===== config.mk =====
export PLATFORM = sky130hd
export DESIGN_NAME = start_stop_latency_monitor_top_flat
export DESIGN_NICKNAME = d
export VERILOG_FILES = /design/src/rtl/ssl_pkg.sv /design/src/rtl/ssl_channels.sv /design/src/rtl/ssl_front.sv /design/src/rtl/ssl_queue.sv /design/src/rtl/ssl_back.sv /design/src/rtl/start_stop_latency_monitor_top.sv /design/src/flat_wrapper.sv
export SDC_FILE = /design/constraint.sdc
export NUM_CORES = 2
export LEC_CHECK = 0
export ABC_CLOCK_PERIOD_IN_PS = 16400
export BUFFER_PORTS_ARGS = -buffer_cell sky130_fd_sc_hd__buf_2
export CAP_MARGIN = 20
export CORE_ASPECT_RATIO = 0.5
export CORE_MARGIN = 2
export CORE_UTILIZATION = 57
export DETAILED_ROUTE_END_ITERATION = 7
export PLACE_DENSITY = 0.88
export SLEW_MARGIN = 25
export SYNTH_ARGS = -nofsm -noshare
export SYNTH_HDL_FRONTEND = slang
export SYNTH_SLANG_ARGS = --single-unit

===== constraint.sdc =====
create_clock -name clk -period 16.4 [get_ports clk]
set_input_delay 2.46 -clock clk [delete_from_list [all_inputs] [get_ports clk]]
set_output_delay 2.46 -clock clk [all_outputs]
set_load 0.02 [all_outputs]

===== src/rtl/ssl_pkg.sv =====
// Package: shared types, constants and codes of the start/stop latency monitor.
package ssl_pkg;

  // Default parameter values
  localparam int FRACTION_BITS_DEF = 8;
  localparam int COUNTER_WIDTH_DEF = 32;

  // Fixed field widths
  localparam int TS_W       = 64;
  localparam int EVNO_W     = 12;
  localparam int LAT_W      = 48;
  localparam int MEAN_W     = 56;
  localparam int SDEV_W     = 55;
  localparam int CNT_OUT_W  = 32;
  localparam int SUM_W      = 64;
  localparam int ROOT_W     = 32;
  localparam int CFG_IDX_W  = 2;
  localparam int CFG_DATA_W = 32;
  localparam int QUEUE_DEPTH = 2;

  // Event decoding
  localparam logic [3:0]        FMT_TIMING   = 4'h1;
  localparam logic [EVNO_W-1:0] EVNO_EXCL_LO = 12'h0e0;
  localparam logic [EVNO_W-1:0] EVNO_EXCL_HI = 12'h0e4;
  localparam logic [9:0]        US_TO_NS     = 10'd1000;
  localparam logic [2:0]        MODE_NO_TIME = 3'd3;
  localparam logic [2:0]        MODE_NO_EVNO = 3'd4;
  localparam logic [1:0]        KIND_START   = 2'd0;
  localparam logic [1:0]        KIND_STOP    = 2'd1;
  localparam logic              CMD_CLEAR    = 1'b1;

  // Configuration register indexes
  localparam logic [CFG_IDX_W-1:0] CFG_COMPARE_MODE = 2'd0;
  localparam logic [CFG_IDX_W-1:0] CFG_MATCH_WINDOW = 2'd1;
  localparam logic [CFG_IDX_W-1:0] CFG_STOP_OFFSET  = 2'd2;
  localparam logic [CFG_IDX_W-1:0] CFG_START_OFFSET = 2'd3;

  // Counter slots
  localparam logic [2:0] CNT_START    = 3'd0;
  localparam logic [2:0] CNT_STOP     = 3'd1;
  localparam logic [2:0] CNT_MATCH    = 3'd2;
  localparam logic [2:0] CNT_NOSTART  = 3'd3;
  localparam logic [2:0] CNT_MISMATCH = 3'd4;
  localparam logic [2:0] CNT_ORDER    = 3'd5;
  localparam int         NUM_CNT      = 6;

  // Saturation bounds
  localparam logic signed [LAT_W-1:0]  LAT_MAX_V  = {1'b0, {(LAT_W-1){1'b1}}};
  localparam logic signed [LAT_W-1:0]  LAT_MIN_V  = {1'b1, {(LAT_W-1){1'b0}}};
  localparam logic signed [MEAN_W-1:0] MEAN_MAX_V = {1'b0, {(MEAN_W-1){1'b1}}};
  localparam logic signed [MEAN_W-1:0] MEAN_MIN_V = {1'b1, {(MEAN_W-1){1'b0}}};
  localparam logic signed [TS_W-1:0]   CLAMP_V    = 64'sh4000000000000000;
  localparam logic [TS_W-1:0]          ROOT_BIT0  = 64'h4000000000000000;

  typedef enum logic [1:0] {
    OP_CLEAR,
    OP_SKIP,
    OP_START,
    OP_STOP
  } op_kind_t;

  typedef struct packed {
    op_kind_t            kind;
    logic [EVNO_W-1:0]   evno;
    logic [TS_W-1:0]     deadline;
  } op_t;

  typedef struct packed {
    logic [2:0]         mode;
    logic [15:0]        window;
    logic [31:0]        stop_off;
    logic signed [31:0] start_off;
  } cfg_t;

  typedef enum logic [3:0] {
    B_IDLE,
    B_EXEC,
    B_LAT,
    B_STAT,
    B_DIV_MEAN,
    B_MEAN,
    B_MUL,
    B_SUM,
    B_DIV_VAR,
    B_SQRT,
    B_OUT
  } back_state_t;

endpackage


===== src/rtl/ssl_channels.sv =====
// Interfaces: input event channel and result channel.
interface ssl_in_if;
  logic        valid;
  logic        ready;
  logic        cmd;
  logic [63:0] event_id;
  logic [63:0] deadline_ns;
  logic [1:0]  event_kind;

  modport source (output valid, cmd, event_id, deadline_ns, event_kind, input ready);
  modport sink   (input valid, cmd, event_id, deadline_ns, event_kind, output ready);
endinterface

interface ssl_out_if;
  logic               valid;
  logic               ready;
  logic [31:0]        starts_seen;
  logic [31:0]        stops_seen;
  logic [31:0]        matches_res;
  logic [31:0]        fail_no_start;
  logic [31:0]        fail_event_mismatch;
  logic [31:0]        fail_order;
  logic signed [47:0] latency_now;
  logic               latency_now_valid;
  logic signed [47:0] latency_min;
  logic signed [47:0] latency_max;
  logic signed [55:0] latency_mean;
  logic [54:0]        latency_sdev;

  modport source (output valid, starts_seen, stops_seen, matches_res, fail_no_start,
                  fail_event_mismatch, fail_order, latency_now, latency_now_valid,
                  latency_min, latency_max, latency_mean, latency_sdev, input ready);
  modport sink   (input valid, starts_seen, stops_seen, matches_res, fail_no_start,
                  fail_event_mismatch, fail_order, latency_now, latency_now_valid,
                  latency_min, latency_max, latency_mean, latency_sdev, output ready);
endinterface


===== src/rtl/ssl_front.sv =====
// Front end: accepts input transactions and classifies them into operations.
module ssl_front import ssl_pkg::*; (
  ssl_in_if.sink     in_ch,
  input  logic [2:0] mode,
  output logic       op_valid,
  input  logic       op_grant,
  output op_t        op
);

  logic [3:0]        fmt;
  logic [EVNO_W-1:0] evno;
  logic              excluded;

  assign fmt      = in_ch.event_id[63:60];
  assign evno     = in_ch.event_id[47:36];
  assign excluded = (mode == MODE_NO_TIME) && (evno >= EVNO_EXCL_LO) && (evno <= EVNO_EXCL_HI);

  // Handshake passes straight to the queue
  assign op_valid    = in_ch.valid;
  assign in_ch.ready = op_grant;

  // Classify the transaction
  always_comb begin
    op.evno     = evno;
    op.deadline = in_ch.deadline_ns;
    if (in_ch.cmd == CMD_CLEAR) begin
      op.kind = OP_CLEAR;
    end else if (fmt != FMT_TIMING || excluded) begin
      op.kind = OP_SKIP;
    end else if (in_ch.event_kind == KIND_START) begin
      op.kind = OP_START;
    end else if (in_ch.event_kind == KIND_STOP) begin
      op.kind = OP_STOP;
    end else begin
      op.kind = OP_SKIP;
    end
  end

endmodule


===== src/rtl/ssl_queue.sv =====
// Short FIFO of classified operations between front and back end.
module ssl_queue import ssl_pkg::*; (
  input  logic clk,
  input  logic rst,
  input  logic push_valid,
  output logic push_ready,
  input  op_t  push_data,
  output logic pop_valid,
  input  logic pop_ready,
  output op_t  pop_data
);

  localparam int PTR_W = (QUEUE_DEPTH > 1) ? $clog2(QUEUE_DEPTH) : 1;
  localparam int CNT_W = $clog2(QUEUE_DEPTH + 1);
  localparam logic [PTR_W-1:0] LAST_PTR = PTR_W'(QUEUE_DEPTH - 1);

  op_t              mem [QUEUE_DEPTH];
  logic [PTR_W-1:0] wr_ptr;
  logic [PTR_W-1:0] rd_ptr;
  logic [CNT_W-1:0] count;
  logic             do_push;
  logic             do_pop;

  assign push_ready = (count != CNT_W'(QUEUE_DEPTH));
  assign pop_valid  = (count != '0);
  assign pop_data   = mem[rd_ptr];
  assign do_push    = push_valid && push_ready;
  assign do_pop     = pop_valid && pop_ready;

  // Storage
  always_ff @(posedge clk) begin
    if (do_push) begin
      mem[wr_ptr] <= push_data;
    end
  end

  // Pointers and fill count
  always_ff @(posedge clk) begin
    if (rst) begin
      wr_ptr <= '0;
      rd_ptr <= '0;
      count  <= '0;
    end else begin
      if (do_push) begin
        wr_ptr <= (wr_ptr == LAST_PTR) ? '0 : wr_ptr + 1'b1;
      end
      if (do_pop) begin
        rd_ptr <= (rd_ptr == LAST_PTR) ? '0 : rd_ptr + 1'b1;
      end
      if (do_push && !do_pop) begin
        count <= count + 1'b1;
      end else if (do_pop && !do_push) begin
        count <= count - 1'b1;
      end
    end
  end

endmodule


===== src/rtl/ssl_back.sv =====
// Back end: pairing, counters, running statistics with serial divide, multiply, root.
module ssl_back import ssl_pkg::*; #(
  parameter int FRACTION_BITS = FRACTION_BITS_DEF,
  parameter int COUNTER_WIDTH = COUNTER_WIDTH_DEF
) (
  input  logic      clk,
  input  logic      rst,
  input  cfg_t      cfg,
  input  logic      op_valid,
  output logic      op_grant,
  input  op_t       op_in,
  ssl_out_if.source out_ch
);

  localparam int CW     = COUNTER_WIDTH;
  localparam int D_W    = MEAN_W + 1;
  localparam int ACC_W  = 2 * D_W;
  localparam int STEP_W = $clog2(TS_W);
  localparam logic [STEP_W-1:0] DIV_LAST  = STEP_W'(TS_W - 1);
  localparam logic [STEP_W-1:0] MUL_LAST  = STEP_W'(D_W - 1);
  localparam logic [STEP_W-1:0] ROOT_LAST = STEP_W'(ROOT_W - 1);
  localparam logic [CW-1:0]     CNT_MAX   = {CW{1'b1}};

  function automatic logic [CW-1:0] sat_inc(input logic [CW-1:0] v);
    return (v == CNT_MAX) ? v : v + 1'b1;
  endfunction

  back_state_t state, state_next;

  // Pairing state and statistics
  logic                      pending;
  logic [TS_W-1:0]           start_time;
  logic [EVNO_W-1:0]         start_evno;
  logic [CW-1:0]             cnt [NUM_CNT];
  logic signed [LAT_W-1:0]   lat_now;
  logic                      lat_valid;
  logic signed [LAT_W-1:0]   lat_min;
  logic signed [LAT_W-1:0]   lat_max;
  logic signed [MEAN_W-1:0]  mean;
  logic [SUM_W-1:0]          sum;
  logic [ROOT_W-1:0]         sdev;

  // Work registers
  op_t                       op;
  logic [TS_W-1:0]           diff;
  logic signed [LAT_W-1:0]   lat;
  logic signed [MEAN_W-1:0]  x;
  logic                      d1_neg;
  logic [D_W-1:0]            a;
  logic [D_W-1:0]            b_sh;
  logic [ACC_W-1:0]          acc;
  logic [CW-1:0]             div_rem;
  logic [TS_W-1:0]           div_dq;
  logic [CW-1:0]             divisor;
  logic [TS_W-1:0]           sq_v;
  logic [TS_W-1:0]           sq_r;
  logic [TS_W-1:0]           sq_bit;
  logic [STEP_W-1:0]         step;

  // Output register
  logic                      out_valid;
  logic [CNT_OUT_W-1:0]      o_cnt [NUM_CNT];
  logic signed [LAT_W-1:0]   o_lat_now;
  logic                      o_lat_valid;
  logic signed [LAT_W-1:0]   o_lat_min;
  logic signed [LAT_W-1:0]   o_lat_max;
  logic signed [MEAN_W-1:0]  o_mean;
  logic [ROOT_W-1:0]         o_sdev;

  logic                      pop;
  logic                      out_free;

  // Datapath helpers
  logic                      mode4;
  logic [25:0]               w_ns;
  logic signed [TS_W-1:0]    neg_w;
  logic                      order_fail;
  logic signed [TS_W-1:0]    sd;
  logic signed [TS_W-1:0]    dc;
  logic signed [TS_W:0]      ds;
  logic signed [TS_W:0]      off;
  logic signed [LAT_W-1:0]   lat_c;
  logic signed [TS_W-1:0]    xw;
  logic signed [MEAN_W-1:0]  x_c;
  logic signed [D_W-1:0]     d1_c;
  logic signed [D_W-1:0]     q_c;
  logic signed [D_W-1:0]     mnew_c;
  logic signed [D_W-1:0]     d2_c;
  logic [CW:0]               div_t;
  logic                      div_ge;
  logic [CW-1:0]             div_rem_next;
  logic [TS_W-1:0]           div_dq_next;
  logic [SUM_W-1:0]          prod_c;
  logic [SUM_W:0]            sum_w;
  logic [SUM_W-1:0]          sum_c;
  logic [TS_W-1:0]           sq_rb;
  logic                      sq_ge;
  logic [TS_W-1:0]           sq_r_next;

  // Arithmetic
  always_comb begin
    mode4      = (cfg.mode == MODE_NO_EVNO);
    w_ns       = 26'(cfg.window) * 26'(US_TO_NS);
    neg_w      = -$signed(TS_W'(w_ns));
    sd         = $signed(diff);
    order_fail = sd < neg_w;
    dc         = (sd > CLAMP_V) ? CLAMP_V : ((sd < -CLAMP_V) ? -CLAMP_V : sd);
    off        = mode4 ? (TS_W+1)'($signed(cfg.start_off)) : '0;
    ds         = (TS_W+1)'(dc) + off;
    lat_c      = (ds > (TS_W+1)'(LAT_MAX_V)) ? LAT_MAX_V :
                 ((ds < (TS_W+1)'(LAT_MIN_V)) ? LAT_MIN_V : LAT_W'(ds));
    xw         = TS_W'(lat) <<< FRACTION_BITS;
    x_c        = (xw > TS_W'(MEAN_MAX_V)) ? MEAN_MAX_V :
                 ((xw < TS_W'(MEAN_MIN_V)) ? MEAN_MIN_V : MEAN_W'(xw));
    d1_c       = D_W'(x_c) - D_W'(mean);
    q_c        = d1_neg ? -$signed(D_W'(div_dq)) : $signed(D_W'(div_dq));
    mnew_c     = D_W'(mean) + q_c;
    d2_c       = D_W'(x) - mnew_c;
    // restoring divide step
    div_t        = {div_rem, div_dq[TS_W-1]};
    div_ge       = div_t >= {1'b0, divisor};
    div_rem_next = div_ge ? CW'(div_t - {1'b0, divisor}) : div_t[CW-1:0];
    div_dq_next  = {div_dq[TS_W-2:0], div_ge};
    // saturating product and sum
    prod_c     = (acc[ACC_W-1:SUM_W] != '0) ? {SUM_W{1'b1}} : acc[SUM_W-1:0];
    sum_w      = {1'b0, sum} + {1'b0, prod_c};
    sum_c      = sum_w[SUM_W] ? {SUM_W{1'b1}} : sum_w[SUM_W-1:0];
    // square root step
    sq_rb      = sq_r + sq_bit;
    sq_ge      = sq_v >= sq_rb;
    sq_r_next  = sq_ge ? ((sq_r >> 1) + sq_bit) : (sq_r >> 1);
  end

  assign out_free = !out_valid || out_ch.ready;

  // Next state
  always_comb begin
    state_next = state;
    unique case (state)
      B_IDLE:     if (op_valid) state_next = B_EXEC;
      B_EXEC: begin
        if (op.kind == OP_STOP && pending &&
            (op.evno == start_evno || mode4)) begin
          state_next = B_LAT;
        end else begin
          state_next = B_OUT;
        end
      end
      B_LAT:      state_next = order_fail ? B_OUT : B_STAT;
      B_STAT:     state_next = (cnt[CNT_MATCH] <= CW'(1)) ? B_OUT : B_DIV_MEAN;
      B_DIV_MEAN: if (step == DIV_LAST) state_next = B_MEAN;
      B_MEAN:     state_next = B_MUL;
      B_MUL:      if (step == MUL_LAST) state_next = B_SUM;
      B_SUM:      state_next = B_DIV_VAR;
      B_DIV_VAR:  if (step == DIV_LAST) state_next = B_SQRT;
      B_SQRT:     if (step == ROOT_LAST) state_next = B_OUT;
      B_OUT:      if (out_free) state_next = B_IDLE;
      default:    state_next = B_IDLE;
    endcase
  end

  // Control outputs
  always_comb begin
    op_grant = 1'b0;
    pop      = 1'b0;
    unique case (state)
      B_IDLE: begin
        op_grant = 1'b1;
        pop      = op_valid;
      end
      default: begin
        op_grant = 1'b0;
        pop      = 1'b0;
      end
    endcase
  end

  always_ff @(posedge clk) begin
    if (rst) begin
      state <= B_IDLE;
    end else begin
      state <= state_next;
    end
  end

  // Pairing and statistics datapath
  always_ff @(posedge clk) begin
    if (rst) begin
      pending    <= 1'b0;
      start_time <= '0;
      start_evno <= '0;
      cnt        <= '{default: '0};
      lat_now    <= '0;
      lat_valid  <= 1'b0;
      lat_min    <= LAT_MAX_V;
      lat_max    <= LAT_MIN_V;
      mean       <= '0;
      sum        <= '0;
      sdev       <= '0;
      step       <= '0;
    end else begin
      unique case (state)
        B_IDLE: begin
          if (pop) op <= op_in;
        end
        B_EXEC: begin
          unique case (op.kind)
            OP_CLEAR: begin
              cnt       <= '{default: '0};
              lat_now   <= '0;
              lat_valid <= 1'b0;
              lat_min   <= LAT_MAX_V;
              lat_max   <= LAT_MIN_V;
              mean      <= '0;
              sum       <= '0;
              sdev      <= '0;
            end
            OP_START: begin
              cnt[CNT_START] <= sat_inc(cnt[CNT_START]);
              pending        <= 1'b1;
              start_time     <= op.deadline;
              start_evno     <= op.evno;
              lat_valid      <= 1'b0;
            end
            OP_STOP: begin
              cnt[CNT_STOP] <= sat_inc(cnt[CNT_STOP]);
              if (!pending) begin
                cnt[CNT_NOSTART] <= sat_inc(cnt[CNT_NOSTART]);
              end else if (op.evno != start_evno && !mode4) begin
                cnt[CNT_MISMATCH] <= sat_inc(cnt[CNT_MISMATCH]);
              end else begin
                pending <= 1'b0;
                diff    <= op.deadline - TS_W'(cfg.stop_off) - start_time;
              end
            end
            default: begin
            end
          endcase
        end
        B_LAT: begin
          if (order_fail) begin
            cnt[CNT_ORDER] <= sat_inc(cnt[CNT_ORDER]);
          end else begin
            cnt[CNT_MATCH] <= sat_inc(cnt[CNT_MATCH]);
            lat            <= lat_c;
            lat_now        <= lat_c;
            lat_valid      <= 1'b1;
          end
        end
        B_STAT: begin
          if (lat < lat_min) lat_min <= lat;
          if (lat > lat_max) lat_max <= lat;
          x <= x_c;
          if (cnt[CNT_MATCH] <= CW'(1)) begin
            mean <= x_c;
            sum  <= '0;
            sdev <= '0;
          end else begin
            d1_neg  <= d1_c[D_W-1];
            a       <= d1_c[D_W-1] ? D_W'(-d1_c) : D_W'(d1_c);
            div_dq  <= TS_W'(d1_c[D_W-1] ? D_W'(-d1_c) : D_W'(d1_c));
            div_rem <= '0;
            divisor <= cnt[CNT_MATCH];
            step    <= '0;
          end
        end
        B_DIV_MEAN: begin
          div_rem <= div_rem_next;
          div_dq  <= div_dq_next;
          step    <= step + 1'b1;
        end
        B_MEAN: begin
          mean <= MEAN_W'(mnew_c);
          b_sh <= d2_c[D_W-1] ? D_W'(-d2_c) : D_W'(d2_c);
          acc  <= '0;
          step <= '0;
        end
        B_MUL: begin
          acc  <= (acc << 1) + (b_sh[D_W-1] ? ACC_W'(a) : '0);
          b_sh <= b_sh << 1;
          step <= step + 1'b1;
        end
        B_SUM: begin
          sum     <= sum_c;
          div_dq  <= sum_c;
          div_rem <= '0;
          divisor <= cnt[CNT_MATCH] - 1'b1;
          step    <= '0;
        end
        B_DIV_VAR: begin
          div_rem <= div_rem_next;
          div_dq  <= div_dq_next;
          step    <= (step == DIV_LAST) ? '0 : step + 1'b1;
          if (step == DIV_LAST) begin
            sq_v   <= div_dq_next;
            sq_r   <= '0;
            sq_bit <= ROOT_BIT0;
          end
        end
        B_SQRT: begin
          if (sq_ge) sq_v <= sq_v - sq_rb;
          sq_r   <= sq_r_next;
          sq_bit <= sq_bit >> 2;
          step   <= step + 1'b1;
          if (step == ROOT_LAST) sdev <= sq_r_next[ROOT_W-1:0];
        end
        default: begin
        end
      endcase
    end
  end

  // Result register, loaded with a snapshot
  always_ff @(posedge clk) begin
    if (rst) begin
      out_valid <= 1'b0;
    end else if (state == B_OUT && out_free) begin
      out_valid <= 1'b1;
    end else if (out_ch.ready) begin
      out_valid <= 1'b0;
    end
  end

  always_ff @(posedge clk) begin
    if (state == B_OUT && out_free) begin
      for (int i = 0; i < NUM_CNT; i++) begin
        o_cnt[i] <= CNT_OUT_W'(cnt[i]);
      end
      o_lat_now   <= lat_now;
      o_lat_valid <= lat_valid;
      o_lat_min   <= lat_min;
      o_lat_max   <= lat_max;
      o_mean      <= mean;
      o_sdev      <= sdev;
    end
  end

  assign out_ch.valid               = out_valid;
  assign out_ch.starts_seen         = o_cnt[CNT_START];
  assign out_ch.stops_seen          = o_cnt[CNT_STOP];
  assign out_ch.matches_res         = o_cnt[CNT_MATCH];
  assign out_ch.fail_no_start       = o_cnt[CNT_NOSTART];
  assign out_ch.fail_event_mismatch = o_cnt[CNT_MISMATCH];
  assign out_ch.fail_order          = o_cnt[CNT_ORDER];
  assign out_ch.latency_now         = o_lat_now;
  assign out_ch.latency_now_valid   = o_lat_valid;
  assign out_ch.latency_min         = o_lat_min;
  assign out_ch.latency_max         = o_lat_max;
  assign out_ch.latency_mean        = o_mean;
  assign out_ch.latency_sdev        = SDEV_W'(o_sdev);

`ifndef SYNTHESIS
  // A valid latest latency implies at least one match
  a_valid_has_match: assert property (@(posedge clk) disable iff (rst)
    lat_valid |-> (cnt[CNT_MATCH] != '0))
    else $error("latency valid with zero matches");

  // The shared divider never runs with a zero divisor
  a_div_nonzero: assert property (@(posedge clk) disable iff (rst)
    (state == B_DIV_MEAN || state == B_DIV_VAR) |-> (divisor != '0))
    else $error("divider started with zero divisor");

  // Min and max are ordered once a match exists
  a_min_le_max: assert property (@(posedge clk) disable iff (rst)
    (state == B_OUT && cnt[CNT_MATCH] != '0) |-> (lat_min <= lat_max))
    else $error("latency min above max");

  // A result only appears from the output state
  a_out_from_state: assert property (@(posedge clk) disable iff (rst)
    $rose(out_valid) |-> ($past(state) == B_OUT))
    else $error("result raised outside output state");
`endif

endmodule


===== src/rtl/start_stop_latency_monitor_top.sv =====
// Top level of the start/stop latency monitor.
//
//  channel   dir   handshake          contents
//  in_ch     in    valid/ready        cmd, event_id, deadline_ns, event_kind
//  out_ch    out   valid/ready        counters, latency now/min/max, mean, sdev
//  cfg       in    cfg_we (no ready)  cfg_idx selects register, cfg_data value
//
// Clear, ignored, start, unpaired and mismatched stop transactions pass from the
// execute state to the output state; an order failure passes the latency state
// and the first match the statistics state too. Later matches run the shared serial
// divider (64 steps, used twice), the shift-add multiplier (57) and root (32).
// Synchronous reset clears all statistics; no clearing pass.
// A two-entry queue parts the front end from the back end, and a result register
// holds the finished snapshot while the consumer stalls.
module start_stop_latency_monitor_top import ssl_pkg::*; #(
  parameter int FRACTION_BITS = FRACTION_BITS_DEF,
  parameter int COUNTER_WIDTH = COUNTER_WIDTH_DEF
) (
  input  logic                  clk,
  input  logic                  rst,
  ssl_in_if.sink                in_ch,
  ssl_out_if.source             out_ch,
  input  logic                  cfg_we,
  input  logic [CFG_IDX_W-1:0]  cfg_idx,
  input  logic [CFG_DATA_W-1:0] cfg_data
);

  cfg_t cfg;
  logic f_valid;
  logic f_ready;
  op_t  f_op;
  logic q_valid;
  logic q_ready;
  op_t  q_op;

  // Configuration registers
  always_ff @(posedge clk) begin
    if (rst) begin
      cfg.mode      <= 3'd0;
      cfg.window    <= 16'd20;
      cfg.stop_off  <= '0;
      cfg.start_off <= '0;
    end else if (cfg_we) begin
      unique case (cfg_idx)
        CFG_COMPARE_MODE: cfg.mode      <= cfg_data[2:0];
        CFG_MATCH_WINDOW: cfg.window    <= cfg_data[15:0];
        CFG_STOP_OFFSET:  cfg.stop_off  <= cfg_data;
        CFG_START_OFFSET: cfg.start_off <= $signed(cfg_data);
        default: begin
        end
      endcase
    end
  end

  ssl_front u_front (
    .in_ch    (in_ch),
    .mode     (cfg.mode),
    .op_valid (f_valid),
    .op_grant (f_ready),
    .op       (f_op)
  );

  ssl_queue u_queue (
    .clk        (clk),
    .rst        (rst),
    .push_valid (f_valid),
    .push_ready (f_ready),
    .push_data  (f_op),
    .pop_valid  (q_valid),
    .pop_ready  (q_ready),
    .pop_data   (q_op)
  );

  ssl_back #(
    .FRACTION_BITS (FRACTION_BITS),
    .COUNTER_WIDTH (COUNTER_WIDTH)
  ) u_back (
    .clk      (clk),
    .rst      (rst),
    .cfg      (cfg),
    .op_valid (q_valid),
    .op_grant (q_ready),
    .op_in    (q_op),
    .out_ch   (out_ch)
  );

endmodule


===== src/flat_wrapper.sv =====
// flat-port wrapper written by rule: the top's interface ports become plain ports
module start_stop_latency_monitor_top_flat import ssl_pkg::*;
#(
  parameter int FRACTION_BITS = FRACTION_BITS_DEF,
  parameter int COUNTER_WIDTH = COUNTER_WIDTH_DEF
)
  (clk, rst, cfg_we, cfg_idx, cfg_data, in_ch_valid, in_ch_cmd, in_ch_event_id, in_ch_deadline_ns, in_ch_event_kind, in_ch_ready, out_ch_valid, out_ch_starts_seen, out_ch_stops_seen, out_ch_matches_res, out_ch_fail_no_start, out_ch_fail_event_mismatch, out_ch_fail_order, out_ch_latency_now, out_ch_latency_now_valid, out_ch_latency_min, out_ch_latency_max, out_ch_latency_mean, out_ch_latency_sdev, out_ch_ready);
  ssl_in_if in_ch_i ();
  ssl_out_if out_ch_i ();
  input  logic clk;
  input  logic rst;
  input  logic cfg_we;
  input  logic [CFG_IDX_W-1:0] cfg_idx;
  input  logic [CFG_DATA_W-1:0] cfg_data;
  input wire logic [$bits(in_ch_i.valid)-1:0] in_ch_valid;
  input wire logic [$bits(in_ch_i.cmd)-1:0] in_ch_cmd;
  input wire logic [$bits(in_ch_i.event_id)-1:0] in_ch_event_id;
  input wire logic [$bits(in_ch_i.deadline_ns)-1:0] in_ch_deadline_ns;
  input wire logic [$bits(in_ch_i.event_kind)-1:0] in_ch_event_kind;
  output wire logic [$bits(in_ch_i.ready)-1:0] in_ch_ready;
  output wire logic [$bits(out_ch_i.valid)-1:0] out_ch_valid;
  output wire logic [$bits(out_ch_i.starts_seen)-1:0] out_ch_starts_seen;
  output wire logic [$bits(out_ch_i.stops_seen)-1:0] out_ch_stops_seen;
  output wire logic [$bits(out_ch_i.matches_res)-1:0] out_ch_matches_res;
  output wire logic [$bits(out_ch_i.fail_no_start)-1:0] out_ch_fail_no_start;
  output wire logic [$bits(out_ch_i.fail_event_mismatch)-1:0] out_ch_fail_event_mismatch;
  output wire logic [$bits(out_ch_i.fail_order)-1:0] out_ch_fail_order;
  output wire logic [$bits(out_ch_i.latency_now)-1:0] out_ch_latency_now;
  output wire logic [$bits(out_ch_i.latency_now_valid)-1:0] out_ch_latency_now_valid;
  output wire logic [$bits(out_ch_i.latency_min)-1:0] out_ch_latency_min;
  output wire logic [$bits(out_ch_i.latency_max)-1:0] out_ch_latency_max;
  output wire logic [$bits(out_ch_i.latency_mean)-1:0] out_ch_latency_mean;
  output wire logic [$bits(out_ch_i.latency_sdev)-1:0] out_ch_latency_sdev;
  input wire logic [$bits(out_ch_i.ready)-1:0] out_ch_ready;
  assign in_ch_i.valid = in_ch_valid;
  assign in_ch_i.cmd = in_ch_cmd;
  assign in_ch_i.event_id = in_ch_event_id;
  assign in_ch_i.deadline_ns = in_ch_deadline_ns;
  assign in_ch_i.event_kind = in_ch_event_kind;
  assign in_ch_ready = in_ch_i.ready;
  assign out_ch_valid = out_ch_i.valid;
  assign out_ch_starts_seen = out_ch_i.starts_seen;
  assign out_ch_stops_seen = out_ch_i.stops_seen;
  assign out_ch_matches_res = out_ch_i.matches_res;
  assign out_ch_fail_no_start = out_ch_i.fail_no_start;
  assign out_ch_fail_event_mismatch = out_ch_i.fail_event_mismatch;
  assign out_ch_fail_order = out_ch_i.fail_order;
  assign out_ch_latency_now = out_ch_i.latency_now;
  assign out_ch_latency_now_valid = out_ch_i.latency_now_valid;
  assign out_ch_latency_min = out_ch_i.latency_min;
  assign out_ch_latency_max = out_ch_i.latency_max;
  assign out_ch_latency_mean = out_ch_i.latency_mean;
  assign out_ch_latency_sdev = out_ch_i.latency_sdev;
  assign out_ch_i.ready = out_ch_ready;
  start_stop_latency_monitor_top #(.FRACTION_BITS(FRACTION_BITS), .COUNTER_WIDTH(COUNTER_WIDTH)) u_core (.clk(clk), .rst(rst), .in_ch(in_ch_i), .out_ch(out_ch_i), .cfg_we(cfg_we), .cfg_idx(cfg_idx), .cfg_data(cfg_data));
endmodule

==> results by group <==
Floorplan
  – Core Region: 210500 um^2
  – Die outline area: 215800 um^2
  – Die Width: 655.0 um
  – I/O pin cnt: 620
  – Effective utilization at floorplan: 0.5737
  – Standard-cell rows: 119
  – Vertical die dimension: 329.5 um

Power and ir drop
  – Register share of total power: 0.356
  – Switching pwr: 6.812 mW
  – Switching share of total power: 0.3807
  – Maximum vdd ir drop: 151.7 uV
  – Fraction of power consumed by combinational cells: 0.393
  – Internal: between 10 and 15 mW
  – Portion of total power attributed to the clock network: 0.251
  – Lkg Pwr: approximately 52 nW
  – Areal power density over the cells: approximately 130 nW/um^2
  – Overall power: 17.89 mW

Setup path
  – Worst Reg2Reg Path Length in Cells: 31
  – Cell with the biggest individual delay on the critical path: sky130_fd_sc_hd__o31ai_1
  – Type of element capturing the critical path: flip-flop
  – Critical path data arrival time: around 11 ns
  – Launching element type of the critical path: flip-flop
  – Setup slack of the worst register-to-register path: 5.54 ns
  – Peak per-stage delay on the critical path: 0.75 ns
  – CP Data Required Time: 16.94 ns
  – Destination of the worst register-to-register timing path: u_core.u_back.b_sh[56]$_DFFE_PP_
  – Crit path max fanout: 11
  – Start of the worst register-to-register path: u_core.u_back.div_dq[4]$_DFFE_PP_
  – Critical Setup Path Class: reg -> reg

Final layout
  – Share of layout cells above drive strength 1: 0.09223
  – Register area: 53420 um^2
  – Final Net Count: 14060
  – Area taken by multi-input logic gates: 63270 um^2
  – Filler Cell Count: 16300
  – End-of-flow core utilization: 0.6296
  – Non-filler cells in the finished layout: 15990
  – Layout Area Growth over Synthesis: 9.751%

CTS
  – Resized Gates After CTS: 0
  – Clock sink count: 2000
  – Maximum number of buffers from clock root to sink: 4
  – Total CTS buffers: 186
  – CTS HTree Levels: 4
  – Root buf cell: sky130_fd_sc_hd__clkbuf_16
  – Count of hold-fix buffers inserted at cts: 0
  – TritonCTS clock tree: built
  – Setup Buffers After CTS: 0
  – Clock latency of the later-clocked register in the worst-skew pair: 0.90 ns
  – Clock-pin slew on the worst setup and hold paths: 0.07 ns

Placed design
  – Routability cong.: 1.044
  – Placed Instances: about 16000
  – Detail Placement HPWL: ~270000 um
  – Count of buffers inserted at the top-level ports: between 500 and 600

Detailed routing
  – Routed WL: approximately 360000 um
  – Detailed-route vias per instance: 6.329
  – Detailed-router iteration count before antenna repair: 7
  – Via total after detailed routing: 101200
  – Drt drc: 0
  – ANT nets after route: 0
  – Detailed-route wire length per cell: 22.79 um
  – Violation count after the first detailed-route iteration: around 12000

Timing
  – Skew final: 0.1065 ns
  – Post-route fraction of the period consumed by the critical path: 0.6622
  – Setup repair after global routing missed its margin: false
  – Worst slew slack as a fraction of its limit: 0.2013
  – Tightest Pin Transition: around 1.2 ns
  – Final setup violation count: 0
  – Final hold viol count: 0
  – Shortest clock period the worst path allows after layout: between 10 and 15 ns
  – Total negative setup slack: 0 ns
  – Max frequency: between 90 and 100 MHz
  – Final-report max-slew violation count: 0

Synthesis
  – Synthesized netlist cell count: 12640
  – Flop and latch count out of synthesis: 2000
  – Netlist area before placement: 120800 um^2
  – Yosys warning count: 0
  – Synthesized area per cell: around 9.6 um^2
  – Post-synthesis sequential area ratio: 0.4422
  – Number of synthesized flops with an enable pin: 1336
  – Most used DFF post-synth: sky130_fd_sc_hd__edfxtp_1
  – Synth cell types: approximately 100
  – Async SR Flop Fraction: 0

Worst hold path
  – Min-delay src: u_core.u_back.sdev[0]$_SDFFE_PP0P_
  – Worst Hold Depth: 0
  – Type of the worst min-delay path: reg -> reg
  – Sink of the worst hold path: u_core.u_back.o_sdev[0]$_DFFE_PP_

Run
  – Number of max-capacitance violations reported: 0

Global route
  – Congestion Overflow GR: 0
  – Antenna violations before repair: 32
  – Largest net degree at the start of global routing: 150
  – Total routing usage reported by global routing: 0.3250
  – Vias in the first global route: 96270
  – Wire length of the first global-routing pass: 551000 um

Status
  – Outcome: completed
-- layer usage --
metal / share of wire / vias up / global-route usage
met5: 0.00019 / - / 0
met4: 0.067 / 10 / 0.1918
met3: 0.097 / 1167 / 0.06181
met2: 0.45 / 5302 / 0.5131
met1: 0.39 / 48340 / 0.4190
li1: - / 46390 / -
-- worst max-delay path by stage --
stage / end / slack, ns / startpoint
2_1_floorplan: u_core.u_back.sq_v[0]$_DFFE_PP_ / 1.43 / rst
3_3_place_gp: u_core.u_back.lat_now[12]$_SDFFE_PP0P_ / 6.00 / u_core.cfg[64]$_SDFFE_PP0P_
3_5_place_dp: u_core.u_back.lat_now[30]$_SDFFE_PP0P_ / 5.87 / u_core.cfg[68]$_SDFFE_PP1P_
4_1_cts: u_core.u_back.lat_now[32]$_SDFFE_PP0P_ / 5.78 / u_core.cfg[68]$_SDFFE_PP1P_
5_1_grt: u_core.u_back.lat_now[1]$_SDFFE_PP0P_ / 5.00 / u_core.cfg[68]$_SDFFE_PP1P_
6_report: u_core.u_back.b_sh[56]$_DFFE_PP_ / 5.54 / u_core.u_back.div_dq[4]$_DFFE_PP_
-- registers in the layout, summed over array words and instances (netlist names), 57 cells and up --
register / count
u_core.u_back.op: 78
u_core.u_back.cnt: 192
u_core.u_back.o_cnt: 192
u_core.u_back.sum: 64
u_core.u_queue.mem: 156
u_core.u_back.b_sh: 57
u_core.u_back.sq_r: 64
u_core.cfg: 83
u_core.u_back.a: 57
u_core.u_back.acc: 114
u_core.u_back.diff: 64
u_core.u_back.sq_v: 64
u_core.u_back.div_dq: 64
u_core.u_back.start_time: 64
-- cell usage in the layout (no fill, tap or decap), drive strengths merged, types with 53 or more instances in the layout --
cell type,Yosys,layout
mux2,84,84
nand3,283,283
o21bai,119,119
a211o,73,73
or3,107,107
edfxtp,1336,1336
nand2,1217,1217
and3,164,164
inv,648,661
o21ai,755,755
nand4,210,210
a31oi,132,132
clkbuf,486,246
ha,824,824
a211oi,131,131
o21a,84,84
buf,56,665
and2,258,258
xnor2,552,552
dfxtp,664,664
nor2b,106,106
nor3,233,233
a21o,379,379
a21oi,998,998
o211ai,56,56
o31ai,63,63
nor4,90,90
fa,92,92
clkinv,1,53
mux2i,69,69
xor2,456,456
nand2b,145,145
nor2,1133,1133
-- cells in the mapped netlist (all sizes together), types with 28 or more instances --
| library cell | count | area, um^2 |
|---|---|---|
| o31a | 30 | 262.8 |
| a22oi | 34 | 255.2 |
| dfxtp | 664 | 13290 |
| or4 | 29 | 221.5 |
| nor2 | 1133 | 4253 |
| xnor2 | 552 | 4835 |
| a21boi | 35 | 262.8 |
| inv | 648 | 2432 |
| a221o | 42 | 420.4 |
| and2 | 258 | 1614 |
| a41oi | 28 | 245.2 |
| nand2 | 1217 | 4571 |
| a21oi | 998 | 4999 |
| xor2 | 456 | 4001 |
| o21a | 84 | 630.6 |
| mux2 | 84 | 945.9 |
| a21o | 379 | 2845 |
| nor2b | 106 | 663.1 |
| clkbuf | 486 | 1824 |
| nand3 | 283 | 1416 |
| buf | 56 | 307.8 |
| o21bai | 119 | 893.4 |
| o21ai | 755 | 3779 |
| and4 | 37 | 324.1 |
| edfxtp | 1336 | 40120 |
| nor4 | 90 | 588.1 |
| and3 | 164 | 1026 |
| o31ai | 63 | 473.0 |
| nand4 | 210 | 1314 |
| ha | 824 | 10310 |
| a211o | 73 | 639.4 |
| nand2b | 145 | 914.6 |
| a211oi | 131 | 988.5 |
| mux2i | 69 | 690.7 |
| a31oi | 132 | 832.1 |
| or2 | 48 | 300.3 |
| o211ai | 56 | 420.4 |
| fa | 92 | 1842 |
| nor3 | 233 | 1182 |
| or3 | 107 | 674.4 |
-- final cells by class --
type                       instances  area share
antenna                           27   0.0005097
clock buffer                     246     0.03884
clock inverter                    89    0.007070
inverter                         649     0.01840
multi-input combinational       9471      0.4773
sequential                      2000      0.4030
tap                             2843     0.02684
timing repair buffer             665     0.02806
-- logic make-up after synthesis --
logic type	synth area share
AOI/OAI and AO/OA	0.1686
xor gates and xnor gates	0.07316
adders and majority gates	0.1006
buffers and inverters	0.03782
DFF	0.4422
muxes	0.01355
other	0.00003105
and+or+nand+nor	0.1640
-- power by group through the flow --
stage          clock network [mW]  registers, mW  logic, mW
2_1_floorplan                   0           6.37       4.98
3_3_place_gp                    0           6.45       6.61
3_5_place_dp                    0           6.46       6.78
4_1_cts                      4.50           6.35       6.85
5_1_grt                      4.69           6.38       7.64
6_report                     4.49           6.37       7.03
-- critical path: cells and delay by family (launching register included) --
family | cells | cell delay (ns)
flops | 1 | 0.50
xor+xnor | 2 | 0.93
simple gates | 14 | 4.43
compound gates | 13 | 3.80
fa+ha+maj | 2 | 0.89
-- per-stage QoR --
stage / setup slack [ns] / hold WS, ns / cell area (um^2)
2_1_floorplan: 1.430 / 0.4064 / 120900
3_3_place_gp: 5.998 / 0.4129 / 126300
3_5_place_dp: 5.871 / 0.4156 / 126300
4_1_cts: 5.778 / 0.4200 / 132400
5_1_grt: 4.997 / 0.4349 / 132500
6_report: 5.540 / 0.4204 / 132600
(Power assumes the default switching activity.)
